File: config.mk
export PLATFORM = sky130hd
export DESIGN_NAME = spiral_strip_index_generator_unit
export DESIGN_NICKNAME = d
export VERILOG_FILES = /design/src/rtl/ssig_pkg.sv /design/src/rtl/spiral_strip_index_generator_unit.sv /design/src/rtl/ssig_step.sv
export SDC_FILE = /design/constraint.sdc
export NUM_CORES = 1
export LEC_CHECK = 0
export BUFFER_PORTS_ARGS = -buffer_cell sky130_fd_sc_hd__buf_2
export CAP_MARGIN = 10
export CORE_AREA = 3 3 105 107
export CTS_CLUSTER_DIAMETER = 150
export DETAILED_ROUTE_END_ITERATION = 16
export DIE_AREA = 0 0 108 110
export HOLD_SLACK_MARGIN = 0.06
export PLACE_DENSITY = 0.79
export REMOVE_ABC_BUFFERS = 1
export SYNTH_ARGS = -nofsm -noshare
export SYNTH_HDL_FRONTEND = slang
export SYNTH_SLANG_ARGS = --single-unit
File: constraint.sdc
create_clock -name clk -period 9.7 [get_ports clk]
set_input_delay 0.485 -clock clk [delete_from_list [all_inputs] [get_ports clk]]
set_output_delay 0.485 -clock clk [all_outputs]
set_load 0.02 [all_outputs]
File: src/rtl/ssig_pkg.sv
// Package for the spiral strip index generator.
// Holds the phase codes, the generator state and result types and grid constants.
// No dependencies.
`timescale 1ns / 1ps

package ssig_pkg;

	localparam int unsigned MAX_GRID = 128;
	localparam int unsigned IDX_W = 14;
	localparam int unsigned GRID_W = 8;
	localparam int unsigned PADDR_W = 3;
	localparam logic [GRID_W-1:0] GRID_RESET = 8'd66;
	localparam logic [PADDR_W-1:0] ADDR_GRID_SIZE = 3'd0;

	typedef enum logic [2:0] {
		PH_IDLE,
		PH_START,
		PH_RIGHT,
		PH_DOWN,
		PH_LEFT,
		PH_UP
	} phase_t;

	typedef struct packed {
		logic [IDX_W-1:0] back_one;
		logic [IDX_W-1:0] back_two;
		logic [IDX_W-1:0] back_three;
		phase_t phase;
		logic at_corner;
		logic [GRID_W-1:0] run_length;
		logic [GRID_W-1:0] pair_counter;
		logic second_of_pair;
		logic finished;
	} gen_state_t;

	typedef struct packed {
		logic valid;
		logic [IDX_W-1:0] vertex_index;
		logic last_index;
	} gen_result_t;

endpackage

File: src/rtl/spiral_strip_index_generator_unit.sv
// Top level of the spiral strip index generator: request handshake, state register,
// result register and APB-style grid_size register. Depends on ssig_pkg and ssig_step.
`timescale 1ns / 1ps

// Each accepted request is turned into at most one vertex index within the cycle it is
// accepted, and the index appears on the result port in the next cycle. A new request can be
// accepted every cycle, also while a result waits, as long as that result is taken in the
// same cycle; in_ready is low only while an untaken result sits in the result register.
// A request with restart low after the final index, or after reset, gives no result.
// The grid_size register is at byte address 0 and reads back its stored value.
module spiral_strip_index_generator_unit
	import ssig_pkg::*;
(
	input  logic clk,
	input  logic arst_n,
	input  logic in_valid,
	output logic in_ready,
	input  logic restart,
	output logic out_valid,
	input  logic out_ready,
	output logic [IDX_W-1:0] vertex_index,
	output logic last_index,
	input  logic psel,
	input  logic penable,
	input  logic pwrite,
	input  logic [PADDR_W-1:0] paddr,
	input  logic [31:0] pwdata,
	output logic [31:0] prdata,
	output logic pready
);

	gen_state_t state_q;
	gen_state_t state_next;
	gen_result_t step_res;
	logic [GRID_W-1:0] grid_size_q;
	logic out_valid_q;
	logic [IDX_W-1:0] vertex_index_q;
	logic last_index_q;
	logic in_fire;

	assign pready = 1'b1;
	assign prdata = (paddr == ADDR_GRID_SIZE) ? {24'd0, grid_size_q} : 32'd0;

	always_ff @(posedge clk or negedge arst_n) begin
		if (!arst_n) begin
			grid_size_q <= GRID_RESET;
		end else if (psel && penable && pwrite && paddr == ADDR_GRID_SIZE) begin
			grid_size_q <= pwdata[GRID_W-1:0];
		end
	end

	ssig_step u_step (
		.cur(state_q),
		.restart(restart),
		.grid_size(grid_size_q),
		.nxt(state_next),
		.res(step_res)
	);

	assign in_ready = !out_valid_q || out_ready;
	assign in_fire = in_valid && in_ready;

	always_ff @(posedge clk or negedge arst_n) begin
		if (!arst_n) begin
			state_q <= '{
				back_one: '0,
				back_two: '0,
				back_three: '0,
				phase: PH_IDLE,
				at_corner: 1'b0,
				run_length: '0,
				pair_counter: '0,
				second_of_pair: 1'b0,
				finished: 1'b1
			};
		end else if (in_fire) begin
			state_q <= state_next;
		end
	end

	always_ff @(posedge clk or negedge arst_n) begin
		if (!arst_n) begin
			out_valid_q <= 1'b0;
		end else if (in_fire) begin
			out_valid_q <= step_res.valid;
		end else if (out_ready) begin
			out_valid_q <= 1'b0;
		end
	end

	always_ff @(posedge clk) begin
		if (in_fire && step_res.valid) begin
			vertex_index_q <= step_res.vertex_index;
			last_index_q <= step_res.last_index;
		end
	end

	assign out_valid = out_valid_q;
	assign vertex_index = vertex_index_q;
	assign last_index = last_index_q;

	a_last_means_finished: assert property (@(posedge clk) disable iff (!arst_n)
		out_valid_q && last_index_q |-> state_q.finished)
		else $error("final index shown while the generator is not finished");

	a_idle_only_when_finished: assert property (@(posedge clk) disable iff (!arst_n)
		state_q.phase == PH_IDLE |-> state_q.finished)
		else $error("generator idle without being finished");

	a_pairs_within_run: assert property (@(posedge clk) disable iff (!arst_n)
		state_q.pair_counter <= state_q.run_length)
		else $error("pair counter passed the run length");

	a_restart_gives_zero: assert property (@(posedge clk) disable iff (!arst_n)
		in_fire && restart |=> out_valid_q && vertex_index_q == '0 && !last_index_q)
		else $error("restart request did not give index zero");

endmodule

File: src/rtl/ssig_step.sv
// Next-state and result logic of the spiral strip index generator for one request.
// Depends on ssig_pkg.
`timescale 1ns / 1ps

module ssig_step
	import ssig_pkg::*;
(
	input  gen_state_t cur,
	input  logic restart,
	input  logic [GRID_W-1:0] grid_size,
	output gen_state_t nxt,
	output gen_result_t res
);

	logic [GRID_W-1:0] grid_eff;
	logic [IDX_W-1:0] grid_ext;
	logic [IDX_W-1:0] step;
	logic [IDX_W-1:0] pair_sum;
	logic [GRID_W-1:0] pair_next;
	logic [GRID_W-1:0] run_dec;

	assign grid_eff = (grid_size > GRID_W'(MAX_GRID)) ? GRID_W'(MAX_GRID) : grid_size;
	assign grid_ext = IDX_W'(grid_eff);
	assign pair_sum = cur.back_two + step;
	assign pair_next = cur.pair_counter + GRID_W'(1);
	assign run_dec = (cur.run_length != '0) ? cur.run_length - GRID_W'(1) : '0;

	always_comb begin
		unique case (cur.phase)
			PH_RIGHT: step = IDX_W'(1);
			PH_DOWN:  step = grid_ext;
			PH_LEFT:  step = '1;
			default:  step = IDX_W'(0) - grid_ext;
		endcase
	end

	always_comb begin
		nxt = cur;
		res.valid = 1'b0;
		res.vertex_index = '0;
		res.last_index = 1'b0;
		priority if (restart) begin
			nxt.back_one = '0;
			nxt.back_two = '0;
			nxt.back_three = '0;
			nxt.phase = PH_START;
			nxt.at_corner = 1'b0;
			nxt.run_length = '0;
			nxt.pair_counter = '0;
			nxt.second_of_pair = 1'b0;
			nxt.finished = 1'b0;
			res.valid = 1'b1;
		end else if (cur.finished || cur.phase == PH_IDLE) begin
			nxt = cur;
		end else if (cur.phase == PH_START) begin
			res.valid = 1'b1;
			res.vertex_index = grid_ext;
			nxt.back_three = cur.back_two;
			nxt.back_two = cur.back_one;
			nxt.back_one = grid_ext;
			nxt.run_length = (grid_eff != '0) ? grid_eff - GRID_W'(1) : '0;
			if (nxt.run_length == '0) begin
				res.last_index = 1'b1;
				nxt.finished = 1'b1;
				nxt.phase = PH_IDLE;
			end else begin
				nxt.phase = PH_RIGHT;
				nxt.pair_counter = '0;
				nxt.second_of_pair = 1'b0;
				nxt.at_corner = 1'b0;
			end
		end else if (!cur.at_corner) begin
			res.valid = 1'b1;
			res.vertex_index = pair_sum;
			nxt.back_three = cur.back_two;
			nxt.back_two = cur.back_one;
			nxt.back_one = pair_sum;
			if (cur.second_of_pair) begin
				nxt.second_of_pair = 1'b0;
				nxt.pair_counter = pair_next;
				if (pair_next >= cur.run_length) begin
					nxt.at_corner = 1'b1;
				end
			end else begin
				nxt.second_of_pair = 1'b1;
			end
		end else begin
			res.valid = 1'b1;
			res.vertex_index = cur.back_three;
			nxt.back_three = cur.back_two;
			nxt.back_two = cur.back_one;
			nxt.back_one = cur.back_three;
			nxt.pair_counter = '0;
			nxt.second_of_pair = 1'b0;
			unique case (cur.phase)
				PH_RIGHT: begin
					nxt.run_length = run_dec;
					nxt.phase = PH_DOWN;
					nxt.at_corner = (run_dec == '0);
				end
				PH_DOWN: begin
					nxt.phase = PH_LEFT;
					nxt.at_corner = (cur.run_length == '0);
				end
				PH_LEFT: begin
					nxt.run_length = run_dec;
					nxt.phase = PH_UP;
					nxt.at_corner = (run_dec == '0);
				end
				default: begin
					if (cur.run_length != '0) begin
						nxt.phase = PH_RIGHT;
						nxt.at_corner = 1'b0;
					end else begin
						res.last_index = 1'b1;
						nxt.finished = 1'b1;
						nxt.phase = PH_IDLE;
						nxt.at_corner = 1'b0;
					end
				end
			endcase
		end
	end

endmodule
==> qor.yml, run 1 <==
outcome: "complete, no violations"
clk_pin_slew_ns: 0.08
hpwlAfterDp_um: 9141
pwr-share-seq_pct: 33.8
cp-end-kind: "flop"
finalCritPeriodShare_pct: 45.40
drive_above_1_share_pct: 15.31
cts_hold_buf: 0
worst_pin_slew_ns: 0.9622
hp-class: "in -> reg"
die_h_um: 110
crit_type: "reg -> reg"
yosys.area.top_type: "dfrtp_1"
route.detailed.drc: 0
post-route-util_pct: 58.90
yosysTopAreaCellShare_pct: 31.35
synth_area_per_cell_um2: 9.684
critPathLaunchType: "flop"
crit_fanout: 15
p_leak_nw: 2.811
p_int_mw: 0.9644
cp.required_ns: 9.89
critPathMaxStageDelay_ns: 0.71
grt_max_degree: 74
fmax_mhz: 227.1
wl_per_cell_um: 17.49
clock_path_buffers: 2
routed_wl_um: 13120
crit_arrival_ns: 4.59
finalClockSkew_ns: 0.008723
path_cells: "inv_1 -> nand2_1 -> ha_1 -> or4b_1 -> o211ai_2 -> o221ai_1 -> ha_1 -> a2111o_1 -> a21oi_1 -> nor2_1 -> a211o_1 -> or3_1 -> a31oi_1"
core_um2: 10230
cts_buffers: 9
synth_flop_cell: "dfrtp_1"
path_common_cell: "ha_1"
cts.repair.resized: 0
antenna_found_initial: 0
hold_viol: 0
cap_violations: 0
tritoncts: "built"
pwr-share-comb_pct: 48.5
grt_pass1_vias: 4414
synthTopCellsByArea: "dfrtp_1 31%, edfxtp_1 8.1%, a22o_1 6.1%"
clkLatencyLatePin_ns: 0.36
synth_warnings: 0
dr.first_iter.drc_count: 436
grt_pass1_wl_um: 21880
via_count: 4614
cts.sinks: 88
rsz0062_at_grt: "no"
fin_setup_tns_ns: 0
pwr-share-clk_pct: 17.7
htreeDepth: 3
power.switching_mw: 0.7296
slew_headroom_pct: 35.86
num-fill-cells: 851
fp-row-count: 37
placed_cells: 734
ff_latch_area_um2: 2281
num_io_pins: 93
synth_edf_count: 15
stdcell_count: 750
power_mw: 1.694
grt_overflow: 0
ant_nets: 0
syn_inst: 577
setup_viol: 0
areaGrowthSynthToFinish_pct: 7.837
async_flop_share_pct: 82.95
ys_ff_latch: 88
critPathBufInv: 1
cts_root_buffer: "clkbuf_8"
vias_per_cell: 6.152
synth_seq_area_share_pct: 40.82
powerDensity_nw_per_um2: 281.1
path_delay_family: "compound AO/OA/AOI/OAI gates"
antennaDiodeCount: 0
whs_ns: 0.3316
synth_area_um2: 5588
cts_setup_buffers: 0
grtUsageTotal_pct: 23.16
gp_congestion: 0.9594
start_util_pct: 54.62
die_area_um2: 11880
nets: 678
ys_types: 79
multi_input_area_um2: 3015
finalMaxSlewViolations: 0
numPortBuffers: 43
firstDrtPassIters: 7
fp.dieW_um: 108
switching_share_pct: 43.07
slowest_stage: "dfrtp_1"
irDropWorstVdd_mv: 0.1248
fin_crit_ns: 4.404
-- path summary, 6_finish.rpt --
path / startpoint / endpoint / slack, ns / cells past startpoint
min in group asynchronous: arst_n / state_q[41]$_DFFE_PN0P_ / 0.34 / 2
worst max-delay path: grid_size_q[7]$_DFFE_PN0P_ / vertex_index[12]$_SDFFCE_PP0P_ / 5.30 / 13
worst min-delay path: pwdata[7] / grid_size_q[7]$_DFFE_PN0P_ / 0.33 / 3
worst min register to register: state_q[61]$_DFFE_PN0P_ / state_q[47]$_DFFE_PN0P_ / 0.50 / 1
worst max register to register: grid_size_q[7]$_DFFE_PN0P_ / vertex_index[12]$_SDFFCE_PP0P_ / 5.30 / 13
max in group asynchronous: arst_n / state_q[18]$_DFFE_PN0P_ / 8.77 / 2
-- cells in the final DEF (no fill, tap or decap), types with 10 or more instances in the layout --
cell and count:
buf_2 43, o21ai_0 36, nand2_1 54, inv_1 19
edfxtp_1 15, xnor2_1 19, nor2_1 31, ha_1 25
o21ai_1 10, conb_1 25, and2_1 11, dfrtp_1 70
a21oi_1 37, a22o_1 39
-- per-stage QoR --
stage / setup WS, ns / cell area (µm²)
after floorplan: 4.358 / 5364
after global placement: 5.515 / 5791
after detailed placement: 5.417 / 5791
after CTS: 5.381 / 6026
after global routing: 5.033 / 6026
final: 5.296 / 6026
-- Yosys cell counts, drive strengths merged, types with 8 or more instances --
cell	n
and2	11
nor2b	8
clkbuf	13
nor3	10
dfrtp	70
mux2	8
nand2b	10
a22o	39
xnor2	19
o21ai	48
edfxtp	15
buf	37
a21oi	37
nand2	55
inv	19
nand3	9
nor2	33
ha	25
-- kinds of logic after synthesis --
| group | count (synthesis) | share of synthesized area, % |
|---|---|---|
| compound gates | 185 | 23.20 |
| simple gates | 167 | 16.30 |
| flops | 88 | 40.82 |
| buf+inv | 69 | 6.829 |
| fa+ha+maj | 26 | 5.956 |
| xor+xnor | 26 | 4.075 |
| mux | 14 | 2.687 |
| other cells | 2 | 0.1344 |
-- sequential cells by signal, indices dropped and copies added (netlist names) --
| signal | flops |
|---|---|
| state_q | 64 |
| vertex_index | 14 |
| grid_size_q | 8 |
| last_index | 1 |
| out_valid | 1 |
-- power groups by stage --
stage          sequential [mW]  clock (mW)  combinational, mW
6_report                 0.573       0.300              0.821
5_1_grt                  0.585       0.321              0.906
4_1_cts                  0.570       0.306              0.808
3_5_place_dp             0.576           0              0.801
3_3_place_gp             0.571           0              0.773
2_1_floorplan            0.577           0              0.589
-- layer usage --
metal	share of wire [%]	vias up	wire (µm)	global-route usage (%)
met5	0	-	0	0
met4	1.8	0	230	7.033
met3	7.5	27	981	4.834
met2	48	197	6281	37.83
met1	43	2246	5623	31.27
li1	-	2144	-	-
-- worst min-delay path, delay by kind of cell --
family	cells	cell delay [ns]
AO/OA/AOI/OAI	1	0.06
buffers and inverters	1	0.08
AND/OR/NAND/NOR	1	0.03
-- layout make-up --
| cell class | count | area share (%) |
|---|---|---|
| Timing Repair Buffer | 48 | 4.194 |
| Tap cell | 136 | 2.824 |
| Multi-Input combinational cell | 443 | 50.04 |
| Clock buffer | 10 | 2.118 |
| Sequential cell | 88 | 37.85 |
| Inverter | 19 | 1.184 |
| Clock inverter | 6 | 1.786 |
(Power assumes the default switching activity.)
==> run 2: changes to the inputs <==
==> constraint.sdc (replaced) <==
create_clock -name clk -period 4.2 [get_ports clk]
set_input_delay 0.21 -clock clk [delete_from_list [all_inputs] [get_ports clk]]
set_output_delay 0.21 -clock clk [all_outputs]
set_load 0.02 [all_outputs]
==> run 2 against run 1 <==
Against the previous run:
- global-route usage fell by 0.055 points
- combinational power rose by 130%
- die area did not move
==> qor.yml, run 2 (synthesis results as in run 1) <==
cp-end-kind: "flop"  # unchanged
met3_usage_pct: 3.669  # was 4.834%
ant_nets: 0  # unchanged
via_count: 4586  # was 4614
setup_ws_ns: 0.3420  # was 5.296 ns
areaGrowthSynthToFinish_pct: 8.330  # was 7.837%
antenna_found_initial: 0  # unchanged
cp.required_ns: 4.41  # was 9.89 ns
p_leak_nw: 2.835  # was 2.811 nW
slew_headroom_pct: 31.22  # was 35.86%
grt_max_degree: 47  # was 74
fp-row-count: 37  # unchanged
dr.first_iter.drc_count: 348  # was 436
crit_fanout: 7  # was 15
htreeDepth: 3  # unchanged
antennaDiodeCount: 0  # unchanged
placed_cells: 739  # was 734
finalMaxSlewViolations: 0  # unchanged
cts_buffers: 9  # unchanged
cap_violations: 0  # unchanged
cts.repair.resized: 0  # unchanged
critPathBufInv: 2  # was 1
core_um2: 10230  # unchanged
irDropWorstVdd_mv: 0.2945  # was 0.1248 mV
drive_above_1_share_pct: 16.08  # was 15.31%
stdcell_count: 758  # was 750
slowest_stage: "dfrtp_1"  # unchanged
grt.busiest_layer: "met2"  # unchanged
grt_overflow: 0  # unchanged
met1_usage_pct: 32.07  # was 31.27%
start_util_pct: 54.62  # unchanged
setup_viol: 0  # unchanged
rsz0062_at_grt: "no"  # unchanged
power_mw: 3.832  # was 1.694 mW
ff_latch_area_um2: 2281  # unchanged
clock_path_buffers: 2  # unchanged
finalClockSkew_ns: 0.01832  # was 0.008723 ns
gp_congestion: 0.9599  # was 0.9594
cts_root_buffer: "clkbuf_8"  # unchanged
layout_commonest_cell: "dfrtp_1"  # unchanged
grtUsageTotal_pct: 23.11  # was 23.16%
worst-path-stages: 15  # was 13
crit_type: "reg -> reg"  # unchanged
cts.sinks: 88  # unchanged
global_route.usage.met2_pct: 37.70  # was 37.83%
fp.dieW_um: 108  # unchanged
num_io_pins: 93  # unchanged
die_area_um2: 11880  # unchanged
final_cell_mix: "70 x dfrtp_1, 54 x nand2_1, 43 x buf_2"  # unchanged
vias_per_cell: 6.050  # was 6.152
fmax_mhz: 259.2  # was 227.1 MHz
path_delay_family: "compound AO/OA/AOI/OAI gates"  # unchanged
routed_wl_um: 13210  # was 13120 µm
powerDensity_nw_per_um2: 633.1  # was 281.1 nW/µm²
hold_viol: 0  # unchanged
regMostFlops: "state_q"  # unchanged
hpwlAfterDp_um: 9321  # was 9141 µm
num-fill-cells: 881  # was 851
hold_depth: 2  # was 3
die_h_um: 110  # unchanged
post-route-util_pct: 59.17  # was 58.90%
tritoncts: "built"  # unchanged
finalCritPeriodShare_pct: 91.86  # was 45.40%
critPathMaxStageDelay_ns: 0.45  # was 0.71 ns
fin_crit_ns: 3.858  # was 4.404 ns
clk_pin_slew_ns: 0.09  # was 0.08 ns
cts_hold_buf: 2  # was 0
hp-class: "in -> reg"  # unchanged
numPortBuffers: 43  # unchanged
outcome: "complete, no violations"  # unchanged
largest_register_ffs: 64  # unchanged
fin_setup_tns_ns: 0  # unchanged
dpl_worst_slack_ns: 0.5098  # was 5.417 ns
path_cells: "nor2b_1 -> inv_1 -> ha_1 -> buf_4 -> nand3b_1 -> nand2_1 -> a21oi_1 -> o221ai_1 -> ha_1 -> a2111o_1 -> a21oi_1 -> nor2_1 -> a211o_1 -> or3_1 -> a31oi_1"  # was inv_1 -> nand2_1 -> ha_1 -> or4b_1 -> o211ai_2 -> o221ai_1 -> ha_1 -> a2111o_1 -> a21oi_1 -> nor2_1 -> a211o_1 -> or3_1 -> a31oi_1
route.detailed.drc: 0  # unchanged
grt_pass1_wl_um: 22070  # was 21880 µm
nets: 686  # was 678
critPathLaunchType: "flop"  # unchanged
crit_arrival_ns: 4.06  # was 4.59 ns
rr_worst_depth: 15  # was 13
clkLatencyLatePin_ns: 0.37  # was 0.36 ns
cts_setup_buffers: 0  # unchanged
firstDrtPassIters: 6  # was 7
multi_input_area_um2: 3015  # unchanged
wl_per_cell_um: 17.43  # was 17.49 µm
grt_pass1_vias: 4455  # was 4414
worst_pin_slew_ns: 1.032  # was 0.9622 ns
-- run 2: cell types whose count changed in the layout (fill, tap and decap cells not counted) --
cell           before  now
clkinv_2            2    3
clkbuf_1            1    0
bufinv_16           3    1
clkinv_4            0    2
inv_6               0    1
buf_4               5   10
clkinvlp_4          1    0
dlygate4sd3_1       0    3
-- run 2: report_power, final --
group          internal [mW]  switching [mW]
clock                  0.276           0.333
sequential              1.10           0.198
combinational          0.743            1.18
total                   2.12            1.71
-- run 2: area by class of cell --
| type | count | share of cell area [%] |
|---|---|---|
| Inverter | 19 | 1.178 |
| Sequential cell | 88 | 37.68 |
| Tap cell | 136 | 2.811 |
| Timing Repair Buffer | 56 | 5.291 |
| Clock inverter | 7 | 1.178 |
| Multi-Input combinational cell | 443 | 49.81 |
| Clock buffer | 9 | 2.046 |
-- run 2: final timing paths --
path | slack, ns | to | start
worst max-delay path | 0.34 | vertex_index[12]$_SDFFCE_PP0P_ | grid_size_q[0]$_DFFE_PN0P_
worst min-delay path | 0.07 | grid_size_q[3]$_DFFE_PN0P_ | pwdata[3]
worst max register to register | 0.34 | vertex_index[12]$_SDFFCE_PP0P_ | grid_size_q[0]$_DFFE_PN0P_
worst min register to register | 0.49 | state_q[58]$_DFFE_PN0P_ | state_q[58]$_DFFE_PN0P_
max in group asynchronous | 2.70 | state_q[48]$_DFFE_PN0P_ | arst_n
min in group asynchronous | 0.54 | state_q[24]$_DFFE_PN0P_ | arst_n
-- run 2: per-stage QoR --
| stage | hold WS [ns] | instance area [µm²] |
|---|---|---|
| after global routing | 0.06092 | 6053 |
| after floorplan | -0.08559 | 5364 |
| after global placement | 0.4265 | 5828 |
| after detailed placement | 0.4434 | 5828 |
| final | 0.06840 | 6053 |
| after CTS | 0.06050 | 6043 |
-- run 2: routing by layer --
metal	wire length, µm	share of wire [%]
met1	5901	45
met2	6228	47
met3	826	6.3
met4	255	1.9
met5	0	0
==> run 3: changes to the inputs <==
--- a/config.mk
+++ b/config.mk
@@ -7,12 +7,13 @@
 export LEC_CHECK = 0
 export BUFFER_PORTS_ARGS = -buffer_cell sky130_fd_sc_hd__buf_2
 export CAP_MARGIN = 10
-export CORE_AREA = 3 3 105 107
+export CORE_AREA = 3 3 108 110
 export CTS_CLUSTER_DIAMETER = 150
+export CTS_CLUSTER_SIZE = 40
 export DETAILED_ROUTE_END_ITERATION = 16
-export DIE_AREA = 0 0 108 110
+export DIE_AREA = 0 0 111 113
 export HOLD_SLACK_MARGIN = 0.06
-export PLACE_DENSITY = 0.79
+export PLACE_DENSITY = 0.76
 export REMOVE_ABC_BUFFERS = 1
 export SYNTH_ARGS = -nofsm -noshare
 export SYNTH_HDL_FRONTEND = slang
==> constraint.sdc (replaced) <==
create_clock -name clk -period 3.4 [get_ports clk]
set_input_delay 0.17 -clock clk [delete_from_list [all_inputs] [get_ports clk]]
set_output_delay 0.17 -clock clk [all_outputs]
set_load 0.02 [all_outputs]
==> run 3 against run 2 <==
Against the previous run:
- clock power rose by 18%
- global-route usage fell by 1.0 points
- critical path depth fell by 3
- largest cell class unchanged
- total power rose by 31%
==> qor.yml, run 3 (synthesis results as in run 1) <==
outcome: "complete, no violations"  # unchanged
layout_commonest_cell: "dfrtp_1"  # unchanged
crit_type: "reg -> reg"  # unchanged
grt_overflow: 0  # unchanged
firstDrtPassIters: 5  # was 6
dr.first_iter.drc_count: 445  # was 348
core_um2: 10790  # was 10230 µm²
clk_pin_slew_ns: 0.10  # was 0.09 ns
vias_per_cell: 5.962  # was 6.050
fp.dieW_um: 111  # was 108 µm
ff_latch_area_um2: 2282  # was 2281 µm²
cts_root_buffer: "clkbuf_8"  # unchanged
nets: 719  # was 686
grt.busiest_layer: "met2"  # unchanged
cp.required_ns: 3.63  # was 4.41 ns
stdcell_count: 795  # was 758
grt_max_degree: 47  # unchanged
finalCritPeriodShare_pct: 98.73  # was 91.86%
fp-row-count: 38  # was 37
global_route.usage.met2_pct: 36.25  # was 37.70%
worst_pin_slew_ns: 1.068  # was 1.032 ns
path_cells: "or3_4 -> nor3_4 -> a21oi_2 -> a21oi_2 -> o21ai_1 -> ha_1 -> a2111o_1 -> a21oi_2 -> nor2_2 -> a211o_1 -> or3_1 -> a31oi_1"  # was nor2b_1 -> inv_1 -> ha_1 -> buf_4 -> nand3b_1 -> nand2_1 -> a21oi_1 -> o221ai_1 -> ha_1 -> a2111o_1 -> a21oi_1 -> nor2_1 -> a211o_1 -> or3_1 -> a31oi_1
finalClockSkew_ns: 0.01636  # was 0.01832 ns
slew_headroom_pct: 28.29  # was 31.22%
regMostFlops: "state_q"  # unchanged
setup_viol: 0  # unchanged
final_cell_mix: "69 x dfrtp_1, 52 x nand2_1, 43 x buf_2"  # was 70 x dfrtp_1, 54 x nand2_1, 43 x buf_2
met1_usage_pct: 29.97  # was 32.07%
num-fill-cells: 903  # was 881
hpwlAfterDp_um: 9657  # was 9321 µm
gp_congestion: 0.9299  # was 0.9599
placed_cells: 762  # was 739
critPathMaxStageDelay_ns: 0.43  # was 0.45 ns
num_io_pins: 93  # unchanged
cp-end-kind: "flop"  # unchanged
clkLatencyLatePin_ns: 0.39  # was 0.37 ns
path_common_cell: "a21oi_2"
finalMaxSlewViolations: 0  # unchanged
grt_pass1_wl_um: 22820  # was 22070 µm
die_area_um2: 12540  # was 11880 µm²
cts_buffers: 9  # unchanged
fin_crit_ns: 3.357  # was 3.858 ns
hp-class: "in -> reg"  # unchanged
hold_viol: 0  # unchanged
grt_pass1_vias: 4611  # was 4455
critPathLaunchType: "flop"  # unchanged
p_leak_nw: 2.991  # was 2.835 nW
cap_violations: 0  # unchanged
numPortBuffers: 43  # unchanged
cts.sinks: 88  # unchanged
crit_fanout: 4  # was 7
start_util_pct: 51.77  # was 54.62%
post-route-util_pct: 59.51  # was 59.17%
grtUsageTotal_pct: 22.11  # was 23.11%
crit_arrival_ns: 3.59  # was 4.06 ns
via_count: 4740  # was 4586
routed_wl_um: 14020  # was 13210 µm
irDropWorstVdd_mv: 0.3902  # was 0.2945 mV
die_h_um: 113  # was 110 µm
fin_setup_tns_ns: 0  # unchanged
slowest_stage: "or3_4"  # was dfrtp_1
multi_input_area_um2: 3123  # was 3015 µm²
largest_register_ffs: 64  # unchanged
met3_usage_pct: 4.439  # was 3.669%
fmax_mhz: 297.9  # was 259.2 MHz
power_mw: 5.020  # was 3.832 mW
powerDensity_nw_per_um2: 781.7  # was 633.1 nW/µm²
wl_per_cell_um: 17.63  # was 17.43 µm
route.detailed.drc: 0  # unchanged
htreeDepth: 3  # unchanged
antennaDiodeCount: 0  # unchanged
drive_above_1_share_pct: 22.75  # was 16.08%
areaGrowthSynthToFinish_pct: 14.94  # was 8.330%
tritoncts: "built"  # unchanged
antenna_found_initial: 0  # unchanged
rsz0062_at_grt: "yes"  # was no
clock_path_buffers: 2  # unchanged
ant_nets: 0  # unchanged
[run 3: cell count changes in the layout (fill, tap and decap cells not counted), sizes merged]
cell | previous run | this run
buf | 53 | 80
bufinv | 1 | 0
clkbuf | 9 | 10
clkinv | 5 | 1
clkinvlp | 0 | 2
dlygate4sd3 | 3 | 9
inv | 20 | 22
[run 3: timing repair]
item / in CTS / in global routing
endpoints found under the setup margin: 1 / 12
hold endpoints to repair: 33 / 0
hold buffers: 9 / 0
pin swaps: 0 / 25
buffers inserted: 0 / 8
resized for setup: 1 / 27
[run 3: power breakdown]
| part | switching (mW) | leakage [nW] | total [mW] | internal [mW] |
|---|---|---|---|---|
| clock | 0.424 | 0.0899 | 0.718 | 0.295 |
| sequential | 0.228 | 1.12 | 1.59 | 1.37 |
| combinational | 1.59 | 1.78 | 2.71 | 1.11 |
[run 3: per-layer routing]
| layer | wire (µm) | part of all wire (%) |
|---|---|---|
| met2 | 6651 | 47 |
| met5 | 0 | 0 |
| met3 | 938 | 6.7 |
| met1 | 6207 | 44 |
| met4 | 221 | 1.6 |
[run 3: layout make-up]
type                    count  share of cell area (%)
inverters                  19                   1.110
clock inverters             6                  0.7793
well taps                 140                   2.727
clock buffers              10                   2.143
repair buffers             89                   9.079
flip-flops and latches     88                   35.53
multi-input cells         443                   48.63
[run 3: final timing paths]
check                      slack (ns)                  startpoint  depth (start not counted)                        endpoint
max                              0.04  grid_size_q[4]$_DFFE_PN0P_                         12  vertex_index[12]$_SDFFCE_PP0P_
min                              0.09                     restart                          2          state_q[0]$_DFFE_PN1P_
max reg2reg                      0.04  grid_size_q[4]$_DFFE_PN0P_                         12  vertex_index[12]$_SDFFCE_PP0P_
min reg2reg                      0.49     state_q[58]$_DFFE_PN0P_                          2         state_q[58]$_DFFE_PN0P_
max in group asynchronous        2.02                      arst_n                          3         state_q[20]$_DFFE_PN0P_
min in group asynchronous        0.32                      arst_n                          2         state_q[37]$_DFFE_PN0P_
[run 3: per-stage QoR]
step | worst slack [ns] | instance area [µm²] | hold WS, ns
global route | -0.05773 | 6422 | 0.09289
finish | 0.04307 | 6422 | 0.08895
floorplan | -1.942 | 5364 | -0.1256
detailed placement | -0.04118 | 5976 | 0.2271
CTS | 0.005447 | 6257 | 0.07502
global placement | 0.07845 | 5976 | 0.2152
[run 3: critical path, delay by kind of cell, from the launching register on]
family          cells  cell delay, ns
compound gates      7            1.39
fa+ha+maj           1            0.32
flops               1            0.39
simple gates        4            1.12
